**src/design/bwu_pkg.sv**
```systemverilog
// ----------------------------------------------------------------------------
// bwu_pkg
// Shared types and constants of the breakpoint and watchpoint unit.
// ----------------------------------------------------------------------------
package bwu_pkg;

  // Command codes on the request channel
  localparam logic [3:0] CMD_BPADD       = 4'd0;
  localparam logic [3:0] CMD_BPDEL       = 4'd1;
  localparam logic [3:0] CMD_BPCLEAR     = 4'd2;
  localparam logic [3:0] CMD_BPLIST      = 4'd3;
  localparam logic [3:0] CMD_WPADD       = 4'd4;
  localparam logic [3:0] CMD_WPDEL       = 4'd5;
  localparam logic [3:0] CMD_WPLIST      = 4'd6;
  localparam logic [3:0] CMD_EXEC        = 4'd7;
  localparam logic [3:0] CMD_WRITE       = 4'd8;
  localparam logic [3:0] CMD_PAUSE       = 4'd9;
  localparam logic [3:0] CMD_RESUME      = 4'd10;
  localparam logic [3:0] CMD_FORCERESUME = 4'd11;

  // Status codes
  localparam logic [1:0] ST_OK        = 2'd0;
  localparam logic [1:0] ST_FULL      = 2'd1;
  localparam logic [1:0] ST_NOT_FOUND = 2'd2;
  localparam logic [1:0] ST_EMPTY     = 2'd3;

  // Stop reasons
  localparam logic [1:0] REASON_NONE  = 2'd0;
  localparam logic [1:0] REASON_PAUSE = 2'd1;
  localparam logic [1:0] REASON_BP    = 2'd2;
  localparam logic [1:0] REASON_WP    = 2'd3;

  // Watch length used when a zero length is given
  localparam logic [31:0] WATCH_LEN_DEFAULT = 32'd4;

  // List output limit
  localparam int unsigned   MAX_OUT   = 32;
  localparam int unsigned   CNT_W     = $clog2(MAX_OUT);
  localparam logic [CNT_W-1:0] LIST_LAST = CNT_W'(MAX_OUT - 1);

  // Command queue between front and back
  localparam int unsigned QDEPTH = 4;
  localparam int unsigned QPTR_W = $clog2(QDEPTH);

  // Decoded operation
  typedef enum logic [3:0] {
    OP_BPADD,
    OP_BPDEL,
    OP_BPCLEAR,
    OP_BPLIST,
    OP_WPADD,
    OP_WPDEL,
    OP_WPLIST,
    OP_EXEC,
    OP_WRITE,
    OP_PAUSE,
    OP_RESUME,
    OP_FORCERESUME,
    OP_NOP
  } op_t;

  // Back end sequencer state
  typedef enum logic {
    BK_IDLE,
    BK_LIST
  } bk_state_t;

  // Queued, classified command
  typedef struct packed {
    op_t         op;
    logic [31:0] addr;
    logic [31:0] len;
    logic [15:0] id;
    logic [31:0] value;
    logic [31:0] pc;
  } q_item_t;

  // Last stop record
  typedef struct packed {
    logic [1:0]  reason;
    logic [15:0] id;
    logic [31:0] addr;
    logic [31:0] value;
    logic [31:0] pc;
  } stop_rec_t;

  // One result transaction
  typedef struct packed {
    logic [1:0]  status;
    logic [15:0] entry_id;
    logic        hit;
    logic        stopped;
    stop_rec_t   rec;
    logic [31:0] entry_addr;
    logic [31:0] entry_len;
    logic        last;
  } result_t;

  // Queue handshake between two modules
  typedef struct packed {
    logic valid;
    logic full;
  } q_status_t;

endpackage

```
**src/design/bwu_fifo.sv**
```systemverilog
// ----------------------------------------------------------------------------
// bwu_fifo
// Small command queue that decouples the front end from the back end.
// ----------------------------------------------------------------------------
module bwu_fifo (
  input  logic                clk,
  input  logic                rst,
  input  logic                push,
  input  bwu_pkg::q_item_t    item_in,
  input  logic                pop,
  output bwu_pkg::q_item_t    item_out,
  output bwu_pkg::q_status_t  stat
);

  bwu_pkg::q_item_t                mem [bwu_pkg::QDEPTH];
  logic [bwu_pkg::QPTR_W-1:0]      wptr;
  logic [bwu_pkg::QPTR_W-1:0]      rptr;
  logic [bwu_pkg::QPTR_W:0]        count;
  logic                            do_push;
  logic                            do_pop;

  assign stat.valid = (count != '0);
  assign stat.full  = (count == (bwu_pkg::QPTR_W+1)'(bwu_pkg::QDEPTH));
  assign do_push    = push && !stat.full;
  assign do_pop     = pop && stat.valid;
  assign item_out   = mem[rptr];

  // Advance pointers and occupancy
  always_ff @(posedge clk) begin
    if (rst) begin
      wptr  <= '0;
      rptr  <= '0;
      count <= '0;
    end else begin
      if (do_push) wptr <= wptr + 1'b1;
      if (do_pop)  rptr <= rptr + 1'b1;
      if (do_push && !do_pop)      count <= count + 1'b1;
      else if (!do_push && do_pop) count <= count - 1'b1;
    end
  end

  // Store entries
  always_ff @(posedge clk) begin
    if (do_push) mem[wptr] <= item_in;
  end

endmodule

```
**config.mk**
```make
export PLATFORM = sky130hd
export DESIGN_NAME = bwu_fifo
export DESIGN_NICKNAME = d
export VERILOG_FILES = /design/src/design/bwu_pkg.sv /design/src/design/bwu_fifo.sv
export SDC_FILE = /design/constraint.sdc
export NUM_CORES = 1
export LEC_CHECK = 0
export BUFFER_PORTS_ARGS = -buffer_cell sky130_fd_sc_hd__buf_2
export CAP_MARGIN = 10
export CORE_ASPECT_RATIO = 0.8
export CORE_MARGIN = 1
export CORE_UTILIZATION = 49
export DETAILED_ROUTE_END_ITERATION = 12
export PLACE_DENSITY = 0.82
export SLEW_MARGIN = 20
export SYNTH_ARGS = -nofsm -noshare
export SYNTH_HDL_FRONTEND = slang
export SYNTH_SLANG_ARGS = --single-unit
```
**constraint.sdc**
```tcl
create_clock -name clk -period 7.3 [get_ports clk]
set_clock_uncertainty 0.1 [all_clocks]
set_input_delay 1.095 -clock clk [delete_from_list [all_inputs] [get_ports clk]]
set_output_delay 1.095 -clock clk [all_outputs]
set_load 0.1 [all_outputs]
```
**Word-level counts from Yosys, hierarchy flattened**

Memories as Yosys holds them, arrays and structs flattened. A register that Yosys moved wholly into a read port is not among the register bits.
Index checks and enable logic that the tools add are counted.

- $add $sub $neg: 4
- $mul: 0
- Divide/modulo/power cells: 0
- Magnitude comparators: 0
- Eq/ne operators: 1
- Shift operators: 0
- Multiplexer cells: 6
- Bitwise logic cells: 0
- Reduce and logical (&&, ||, !) cells: 9

Operators by type and width:

| operator | count |
|---|---|
| 3-bit two-way mux | 2 |
| 2-bit by 1-bit adder with 2-bit output (second input constant) | 2 |
| 1-bit logical AND | 4 |
| 2-bit two-way mux | 2 |
| 3-bit by 1-bit adder with 3-bit output (second input constant) | 1 |
| 3-bit == test (second input constant) | 1 |
| 1-bit logical NOT | 3 |
| 3-bit nonzero test | 1 |
| 3-bit by 1-bit subtractor with 3-bit output (second input constant) | 1 |
| 1-bit two-way mux | 2 |
| 2-bit nonzero test | 1 |

- Bits in registers: 7
- Latch bits: 0
- RAM bits: 592
- Bits in read-only memories: 0
- Input bits: 152
- Output and inout port bits: 150
- Memories: 1

Memories:

| memory | depth | width | rd ports | clocked after memory_dff | wr ports | RTL line | text |
|---|---|---|---|---|---|---|---|
| mem | 4 | 148 | 1 | 1 | 1 | bwu_fifo.sv:15 | `bwu_pkg::q_item_t mem [bwu_pkg::QDEPTH];` |

**Longest topological paths before layout**

- Depth after elaboration: 7
- Mapped depth: 8
- Mapped depth without buffers: 8

**Least setup slack after synthesis**

OpenSTA, ideal clock, no wires.

- Path type: flip-flop to flip-flop
- Start: register count[2] (netlist name)
- End: memory mem[0][0] (netlist name), enable pin
- Library setup time: 0.913 ns
- Data arrival time: 4.975 ns
- Required time: 6.287 ns
- Slack: 1.312 ns
- Cell stages (with the launch flop): 4
- Cells stage by stage: dfxtp_1 > nor3b_1 > nor2_1 > and2_1

RTL lines:

| what | RTL line | text |
|---|---|---|
| from (decl) | bwu_fifo.sv:18 | `logic [bwu_pkg::QPTR_W:0] count;` |
| from (signal assigned) | bwu_fifo.sv:37 | `if (do_push && !do_pop) count <= count + 1'b1;` |
| from (signal assigned) | bwu_fifo.sv:38 | `else if (!do_push && do_pop) count <= count - 1'b1;` |
| to (decl) | bwu_fifo.sv:15 |  |

==> run metrics <==
antenna-violating nets left=0; placed inst area=0.0240 sq mm; die area=0.0456 sq mm; Mapped Cells=821; vias in the first global route=10100; RSZ-0062 raised after global routing=no; placer congestion estimate=0.741; grt met3 use=5.34%; total CTS buffers=55; clock slew at reported path FFs=60 ps; Final TNS setup=0 ps; Final min period=4260 ps; Initial Utilization=50.3%; status=finished, final reports clean; upper clock frequency limit=235 MHz; nature of the critical path endpoint=output pin; count of different cell masters after synthesis=24; post-CTS setup buffers=0; fin nets=1311; Min Hold Slack=421 ps; critical path type=flip-flop to output pin; Slew Viols, Final=0; Crit Path Max Fanout=90; I/O pins=302; fin area=0.0257 sq mm; hold_buf cts=0; Rows=68; met2 Track Usage GR=28.2%; Tot GR Track Use=18.1%; period utilisation layout=58.3%; gr busiest metal=met2; GRT met1 Usage=25.1%; register bit total from synthesis=601; syn nets=979; Via density=5.46; # setup viols final=0; initial antenna violation count=13; Die Ht=191 um; GRT overflow=0; DR WL/cell=22.9 um; first-pass GRT wire length=61100 um; sequential-to-total area share from yosys stat=81.9%; drt drc=0; CP required=6110 ps; Arrival @ worst endpoint=3060 ps; Via Count=9800; core box area=0.0436 sq mm; largest net degree at the start of global routing=149; IO Port Bufs=301; clock sink count=601; die width=239 um; Worst slew margin=29.4%; Final Hold Fails=0; post-cts resize count=0; H-Tree Depth=2; Area Growth Syn to Fin=17.3%; hpwl dp=23300 um; Startpoint Class=flip-flop; Root Buffer=clkbuf_16; Post-Route WL=41100 um; 1st-iter DRT viols=850; maxcap violations=0; worst skew pair latency=600 ps; maximum root-to-sink buffer count=3; DRT Pass-1 Iters=7; Hold WC Path Type=flip-flop to flip-flop; post-synthesis area per instance=26.7 sq um; TritonCTS clock tree=done; share of cells above drive strength 1=45.2%; worst slew pin tran=1060 ps; YS warnings=0; Netlist Area Pre-Place=0.0219 sq mm
cell usage after synthesis, drive strengths merged:
library cell    n  area (sq um)
clkbuf          2          7.51
mux2i           2          20.0
o21ai           2          10.0
ha              5          62.6
nor2            6          22.5
a21oi           2          10.0
or3             3          18.8
dfxtp           9           180
mux4          148          3330
o311ai          1          8.76
edfxtp        592         17800
o31ai           1          7.51
buf            32           360
nand2b          2          12.5
xor2            4          35.0
inv             4          15.0
and2            4          25.0
nor3b           1          7.51
fa              1          20.0
worst paths after layout:
| kind | start | endpoint | slack, ps | depth (start not counted) |
|---|---|---|---|---|
| worst min-delay path | wptr[1] | wptr[1] | 420 | 2 |
| worst max-delay path | flip-flop | item_out[19] | 3040 | 3 |
| worst min register to register | wptr[1] | wptr[1] | 420 | 2 |
| worst max register to register | count[0] | mem[1][5] | 4170 | 4 |
critical path, cell delays in order, from the launching register on:
cell     delay, ps
dfxtp_4        910
buf_12         420
mux4_2         390
buf_2          440
placed cells by master (no fill, tap or decap), types with 2 or more instances in the layout:
cell	count
mux2i_1	2
inv_6	3
diode_2	3
nand2b_1	2
clkbuf_1	10
and2_4	4
dfxtp_1	7
clkbuf_16	56
nor2_1	6
inv_1	4
buf_4	3
xor2_1	4
clkinvlp_4	3
o21ai_0	2
clkinv_2	8
mux4_2	148
or3_1	3
edfxtp_1	592
bufinv_16	4
ha_1	5
dfxtp_4	2
buf_12	5
clkinv_1	13
buf_2	301
a21oi_1	2
clkbuf_8	3
registers in the layout (all words and copies together) (netlist names), named ones only:
| signal | cells |
|---|---|
| mem | 592 |
| rptr | 2 |
| wptr | 2 |
| count | 3 |
stage by stage:
step           std cells  setup WS (ps)  util [%]
2_1_floorplan        821           1310         -
3_3_place_gp        1691           3580      54.9
3_5_place_dp        1691           3490      54.9
4_1_cts             1792           3050      58.9
5_1_grt             1792           2910      58.9
6_report            1795           3040      58.9
cell families after synthesis:
logic type | synth area share (%)
AOI/OAI and AO/OA | 0.165
and+or+nand+nor | 0.394
buffers and inverters | 1.75
DFF | 81.9
xor gates and xnor gates | 0.160
muxes | 15.3
adders and majority gates | 0.377
final cells by class:
class | instances | area (sq um)
Antenna cell | 3 | 7.51
Clock buffer | 69 | 1480
Clock inverter | 32 | 274
Fill cell | 3046 | 17900
Inverter | 4 | 15.0
Multi-Input combinational cell | 182 | 3600
Sequential cell | 601 | 18000
Tap cell | 595 | 744
Timing Repair Buffer | 309 | 1630
layer usage:
layer / vias up / part of all wire, % / wire, um
li1: 4219 / - / -
met2: 340 / 48 / 19800
met5: - / 0.35 / 145
met3: 79 / 8.0 / 3280
met4: 20 / 1.8 / 758
met1: 5142 / 41 / 17000
Power is left out: the tool's default activity adds up to more than one toggle a clock period on the data nets, which glitch-free logic cannot reach.
