## src/design/bwu_pkg.sv

```systemverilog
// ----------------------------------------------------------------------------
// bwu_pkg
// Shared types and constants of the breakpoint and watchpoint unit.
// ----------------------------------------------------------------------------
package bwu_pkg;

  // Command codes on the request channel
  localparam logic [3:0] CMD_BPADD       = 4'd0;
  localparam logic [3:0] CMD_BPDEL       = 4'd1;
  localparam logic [3:0] CMD_BPCLEAR     = 4'd2;
  localparam logic [3:0] CMD_BPLIST      = 4'd3;
  localparam logic [3:0] CMD_WPADD       = 4'd4;
  localparam logic [3:0] CMD_WPDEL       = 4'd5;
  localparam logic [3:0] CMD_WPLIST      = 4'd6;
  localparam logic [3:0] CMD_EXEC        = 4'd7;
  localparam logic [3:0] CMD_WRITE       = 4'd8;
  localparam logic [3:0] CMD_PAUSE       = 4'd9;
  localparam logic [3:0] CMD_RESUME      = 4'd10;
  localparam logic [3:0] CMD_FORCERESUME = 4'd11;

  // Status codes
  localparam logic [1:0] ST_OK        = 2'd0;
  localparam logic [1:0] ST_FULL      = 2'd1;
  localparam logic [1:0] ST_NOT_FOUND = 2'd2;
  localparam logic [1:0] ST_EMPTY     = 2'd3;

  // Stop reasons
  localparam logic [1:0] REASON_NONE  = 2'd0;
  localparam logic [1:0] REASON_PAUSE = 2'd1;
  localparam logic [1:0] REASON_BP    = 2'd2;
  localparam logic [1:0] REASON_WP    = 2'd3;

  // Watch length used when a zero length is given
  localparam logic [31:0] WATCH_LEN_DEFAULT = 32'd4;

  // List output limit
  localparam int unsigned   MAX_OUT   = 32;
  localparam int unsigned   CNT_W     = $clog2(MAX_OUT);
  localparam logic [CNT_W-1:0] LIST_LAST = CNT_W'(MAX_OUT - 1);

  // Command queue between front and back
  localparam int unsigned QDEPTH = 4;
  localparam int unsigned QPTR_W = $clog2(QDEPTH);

  // Decoded operation
  typedef enum logic [3:0] {
    OP_BPADD,
    OP_BPDEL,
    OP_BPCLEAR,
    OP_BPLIST,
    OP_WPADD,
    OP_WPDEL,
    OP_WPLIST,
    OP_EXEC,
    OP_WRITE,
    OP_PAUSE,
    OP_RESUME,
    OP_FORCERESUME,
    OP_NOP
  } op_t;

  // Back end sequencer state
  typedef enum logic {
    BK_IDLE,
    BK_LIST
  } bk_state_t;

  // Queued, classified command
  typedef struct packed {
    op_t         op;
    logic [31:0] addr;
    logic [31:0] len;
    logic [15:0] id;
    logic [31:0] value;
    logic [31:0] pc;
  } q_item_t;

  // Last stop record
  typedef struct packed {
    logic [1:0]  reason;
    logic [15:0] id;
    logic [31:0] addr;
    logic [31:0] value;
    logic [31:0] pc;
  } stop_rec_t;

  // One result transaction
  typedef struct packed {
    logic [1:0]  status;
    logic [15:0] entry_id;
    logic        hit;
    logic        stopped;
    stop_rec_t   rec;
    logic [31:0] entry_addr;
    logic [31:0] entry_len;
    logic        last;
  } result_t;

  // Queue handshake between two modules
  typedef struct packed {
    logic valid;
    logic full;
  } q_status_t;

endpackage

```

## src/design/bwu_if.sv

```systemverilog
// ----------------------------------------------------------------------------
// bwu_if
// Request and response channel interfaces of the breakpoint/watchpoint unit.
// ----------------------------------------------------------------------------
interface bwu_req_if;
  logic        valid;
  logic        ready;
  logic [3:0]  cmd;
  logic [31:0] addr;
  logic [31:0] len;
  logic [15:0] id;
  logic [31:0] value;
  logic [31:0] pc;

  modport source (output valid, cmd, addr, len, id, value, pc, input ready);
  modport sink   (input valid, cmd, addr, len, id, value, pc, output ready);
endinterface


```

## src/design/bwu_front.sv

```systemverilog
// ----------------------------------------------------------------------------
// bwu_front
// Accepts request transactions, decodes the command and normalizes the
// watch length before the item enters the command queue.
// ----------------------------------------------------------------------------
module bwu_front (
  bwu_req_if.sink          req,
  input  logic             q_full,
  output logic             push,
  output bwu_pkg::q_item_t item
);

  bwu_pkg::op_t op;

  // Accept whenever the queue has room
  assign req.ready = !q_full;
  assign push      = req.valid && !q_full;

  // Decode command code, unused codes become a no-op
  always_comb begin
    unique case (req.cmd)
      bwu_pkg::CMD_BPADD:       op = bwu_pkg::OP_BPADD;
      bwu_pkg::CMD_BPDEL:       op = bwu_pkg::OP_BPDEL;
      bwu_pkg::CMD_BPCLEAR:     op = bwu_pkg::OP_BPCLEAR;
      bwu_pkg::CMD_BPLIST:      op = bwu_pkg::OP_BPLIST;
      bwu_pkg::CMD_WPADD:       op = bwu_pkg::OP_WPADD;
      bwu_pkg::CMD_WPDEL:       op = bwu_pkg::OP_WPDEL;
      bwu_pkg::CMD_WPLIST:      op = bwu_pkg::OP_WPLIST;
      bwu_pkg::CMD_EXEC:        op = bwu_pkg::OP_EXEC;
      bwu_pkg::CMD_WRITE:       op = bwu_pkg::OP_WRITE;
      bwu_pkg::CMD_PAUSE:       op = bwu_pkg::OP_PAUSE;
      bwu_pkg::CMD_RESUME:      op = bwu_pkg::OP_RESUME;
      bwu_pkg::CMD_FORCERESUME: op = bwu_pkg::OP_FORCERESUME;
      default:                  op = bwu_pkg::OP_NOP;
    endcase
  end

  // Pack the queue item; a zero watch length means one word
  always_comb begin
    item.op    = op;
    item.addr  = req.addr;
    item.len   = (req.len == 32'd0) ? bwu_pkg::WATCH_LEN_DEFAULT : req.len;
    item.id    = req.id;
    item.value = req.value;
    item.pc    = req.pc;
  end

endmodule

```

## src/flat_wrapper.sv

```systemverilog
// flat-port wrapper written by rule: the top's interface ports become plain ports
module bwu_front_flat 
  (q_full, push, item, req_valid, req_cmd, req_addr, req_len, req_id, req_value, req_pc, req_ready);
  bwu_req_if req_i ();
  input  logic q_full;
  output logic push;
  output bwu_pkg::q_item_t item;
  input wire logic [$bits(req_i.valid)-1:0] req_valid;
  input wire logic [$bits(req_i.cmd)-1:0] req_cmd;
  input wire logic [$bits(req_i.addr)-1:0] req_addr;
  input wire logic [$bits(req_i.len)-1:0] req_len;
  input wire logic [$bits(req_i.id)-1:0] req_id;
  input wire logic [$bits(req_i.value)-1:0] req_value;
  input wire logic [$bits(req_i.pc)-1:0] req_pc;
  output wire logic [$bits(req_i.ready)-1:0] req_ready;
  assign req_i.valid = req_valid;
  assign req_i.cmd = req_cmd;
  assign req_i.addr = req_addr;
  assign req_i.len = req_len;
  assign req_i.id = req_id;
  assign req_i.value = req_value;
  assign req_i.pc = req_pc;
  assign req_ready = req_i.ready;
  bwu_front u_core (.req(req_i), .q_full(q_full), .push(push), .item(item));
endmodule
```

## config.mk

```make
export PLATFORM = sky130hd
export DESIGN_NAME = bwu_front_flat
export DESIGN_NICKNAME = d
export VERILOG_FILES = /design/src/design/bwu_pkg.sv /design/src/design/bwu_if.sv /design/src/design/bwu_front.sv /design/src/flat_wrapper.sv
export SDC_FILE = /design/constraint.sdc
export NUM_CORES = 1
export LEC_CHECK = 0
export BUFFER_PORTS_ARGS = -buffer_cell sky130_fd_sc_hd__buf_2
export CORE_AREA = 2 2 116 118
export DETAILED_ROUTE_END_ITERATION = 12
export DIE_AREA = 0 0 118 120
export PLACE_DENSITY = 0.45
export SLEW_MARGIN = 5
export SYNTH_ARGS = -nofsm -noshare
export SYNTH_HDL_FRONTEND = slang
export SYNTH_SLANG_ARGS = --single-unit
export TNS_END_PERCENT = 100
```

## constraint.sdc

```tcl
create_clock -name vclk -period 1.87
set_input_delay 0.2805 -clock vclk [all_inputs]
set_output_delay 0.2805 -clock vclk [all_outputs]
set_load 0.05 [all_outputs]
```

; ---- After elaboration in Yosys (flattened, before gate mapping)
; Memories as Yosys holds them, arrays and structs flattened.
; Index checks and enable logic that the tools add are counted.
[op_classes]
n_reduce_logical = 3
mux = 1
[ops]
columns = operator, n
row1 = $logic_not A32 Y1, 1
row2 = $mux W32, 1
row3 = $logic_and A1 B1 Y1, 1
row4 = $logic_not A1 Y1, 1
[word_totals]
inputBits = 150
rom_bits = 64
n_memories = 1
ff_bits = 0
[mem_list]
columns = name, words, width, read_ports, rd_ports_with_merged_regs, wr, line
row1 = (name not given), 16, 4, 1, 0, 0, bwu_front.sv:21  ; unique case (req.cmd)

; ---- Depth between registers and ports, before layout
[depth]
word_depth = 2
depth_mapped = 3

; ---- Least setup slack after synthesis
; OpenSTA, ideal clock, no wires.
[synth_path]
path_type = input to output
start = input req_cmd[0]
end = output item[144] (netlist name)
t_required_ns = 1.590
arrival_time_ns = 1.420
stages = 1
slack_ns = 0.170
n_path_buf = 0
path_cell_list = a21boi_0
[synth_via]
elab_chain_cells = 1
[synth_rtl]
columns = item, line
row1 = start: declaration, flat_wrapper.sv:9  ; input wire logic [$bits(req_i.cmd)-1:0] req_cmd;
row2 = $mem_v2 Z16 W4, -
row3 = end: declaration, flat_wrapper.sv:7  ; output bwu_pkg::q_item_t item;
; No other way between the ends.

==> impl_results.md <==
* Starting density of the core at 0.0827
* Power Density at 373 nW/um^2
* Vias in the first global route at 646
* Setup TNS at 0 ps
* First-pass GRT wire length at 5140 um
* Seq Cell Count at 0
* Cell Area, Synth at 1070 sq um
* Pwr Total at 262 uW
* Ys Warns at 0
* Avg Vias per Cell at 2.35
* Worst EP required at 1590 ps
* Mean Syn Cell Area at 6.71 sq um
* FP Rows at 42
* Synth Area in XOR/XNOR at 0
* Max cap viols at 0
* Worst path arrival time at 1400 ps
* N_diodes at 0
* Crit path to: item[82]
* Initial antenna violation count at 0
* Post-layout min period at 1680 ps
* Drc violations at 0
* Post-synthesis sequential area ratio at 0
* Hold WC Path Type: in2out
* CTS Hold Bufs at 0
* Layout area overhead at -34.6%
* Total track usage at 0.0533
* F_max at 595 MHz
* CTS resizes at 0
* Post-CTS Setup Bufs at 0
* Syn Nets at 310
* Fin util at 0.0541
* Design Area, Final at 702 sq um
* Crit path kind: in2out
* Netlist cell types at 9
* Post-synthesis simple-gate area fraction at 0.0699
* I/O pin count at 300
* Die width at 118 um
* Die area at 14200 sq um
* Final net count at 243
* Synth Area in Compound Gates at 0.0210
* Crit Path Max Fanout at 2
* Outcome: complete, no violations
* IO Port Bufs at 76
* Main combinational cell family by area after synthesis: buffers and inverters
* Core ar. at 13000 sq um
* Final WL at 4180 um
* Worst Setup End Kind: output pin
* Min Hold Slack at 561 ps
* Grt total ovfl at 0
* RSZ-0062 raised after global routing: no
* CP startpoint: req_len[5]
* Die H at 120 um
* Final Cycle Share at 0.899
* TritonRoute pass-1 iters at 2
* Register area at 0 sq um
* DR iter-0 viols at 6
* Mux contribution to synthesized area at 0
* # setup viols final at 0
* Share of cells above drive strength 1 at 0.846
* Routed WL per cell at 15.6 um
* Post-synthesis adder-cell area fraction at 0
* Slew Limit Fails at 0
* Antenna viol nets, final at 0
* Fillers at 1544
* Worst VDD drop at 0.0354 mV
* CLK BUF at 0
* Slew margin rel. at 0.683
* Syn Inst Count at 160
* Pin slew with the least headroom to its limit at 471 ps
* Startpoint types: primary input
* Via count at 627
* Routability cong. at 0.609
* Largest net degree at the start of global routing at 4
* Final hold violation count at 0
* Pleak at 0.319 nW
* Area post-placement at 702 sq um
## routing by layer
metal / up-vias / global-route usage / wire length, um
met5: - / 0 / 0
met1: 235 / 0.0221 / 677
met3: 52 / 0.0361 / 847
li1: 220 / - / -
met2: 120 / 0.113 / 2230
met4: 0 / 0.0497 / 418
## worst min path at each step
stage,start,end,depth (start not counted)
floorplan,req_pc[0],item[0],1
global placement,req_addr[0],item[112],0
detailed placement,req_addr[0],item[112],0
CTS,req_addr[0],item[112],0
global route,req_addr[23],item[135],0
finish,req_addr[8],item[120],0
## metrics by stage
stage,setup slack (ps),cells
after floorplan,170,160
after global placement,225,267
after detailed placement,202,267
after CTS,202,267
after global routing,54.9,267
final,189,267
## power by group
group	internal (mW)	switching, mW	leakage [nW]
combinational	0.0618	0.200	0.319
clock	0	0	0
sequential	0	0	0
total	0.0618	0.200	0.319
## final cells by class
cell class | instances | area (sq um) | area share
repair buffers | 76 | 380 | 0.542
multi-input cells | 14 | 97.6 | 0.139
well taps | 176 | 220 | 0.314
inverters | 1 | 3.75 | 0.00535
## synthesized netlist by cell type (all sizes together)
cell type / instances / share of area
buf: 114 / 0.80
clkbuf: 31 / 0.11
nor4: 8 / 0.052
a21boi: 2 / 0.014
nand4: 2 / 0.012
inv: 1 / 0.0035
nor2b: 1 / 0.0058
o21bai: 1 / 0.0070
## cells by family (layout without fill, tap and decap cells)
| family | count (synthesis) | in the layout |
|---|---|---|
| compound gates | 3 | 3 |
| buf+inv | 146 | 77 |
| simple gates | 11 | 11 |
## worst max-delay path, stage by stage
cell	delay [ps]
buf_2	100
nor4_1	460
nand4_1	140
o21bai_1	140
buf_2	270
## cell usage in the layout, fill, tap and decap left out
cell type and instances:
a21boi_0 2, nor4_2 1, nor2b_1 1, nand4_1 2, inv_1 1, o21bai_1 1, buf_2 76, nor4_1 7
Power figures use the tool's default switching activity.
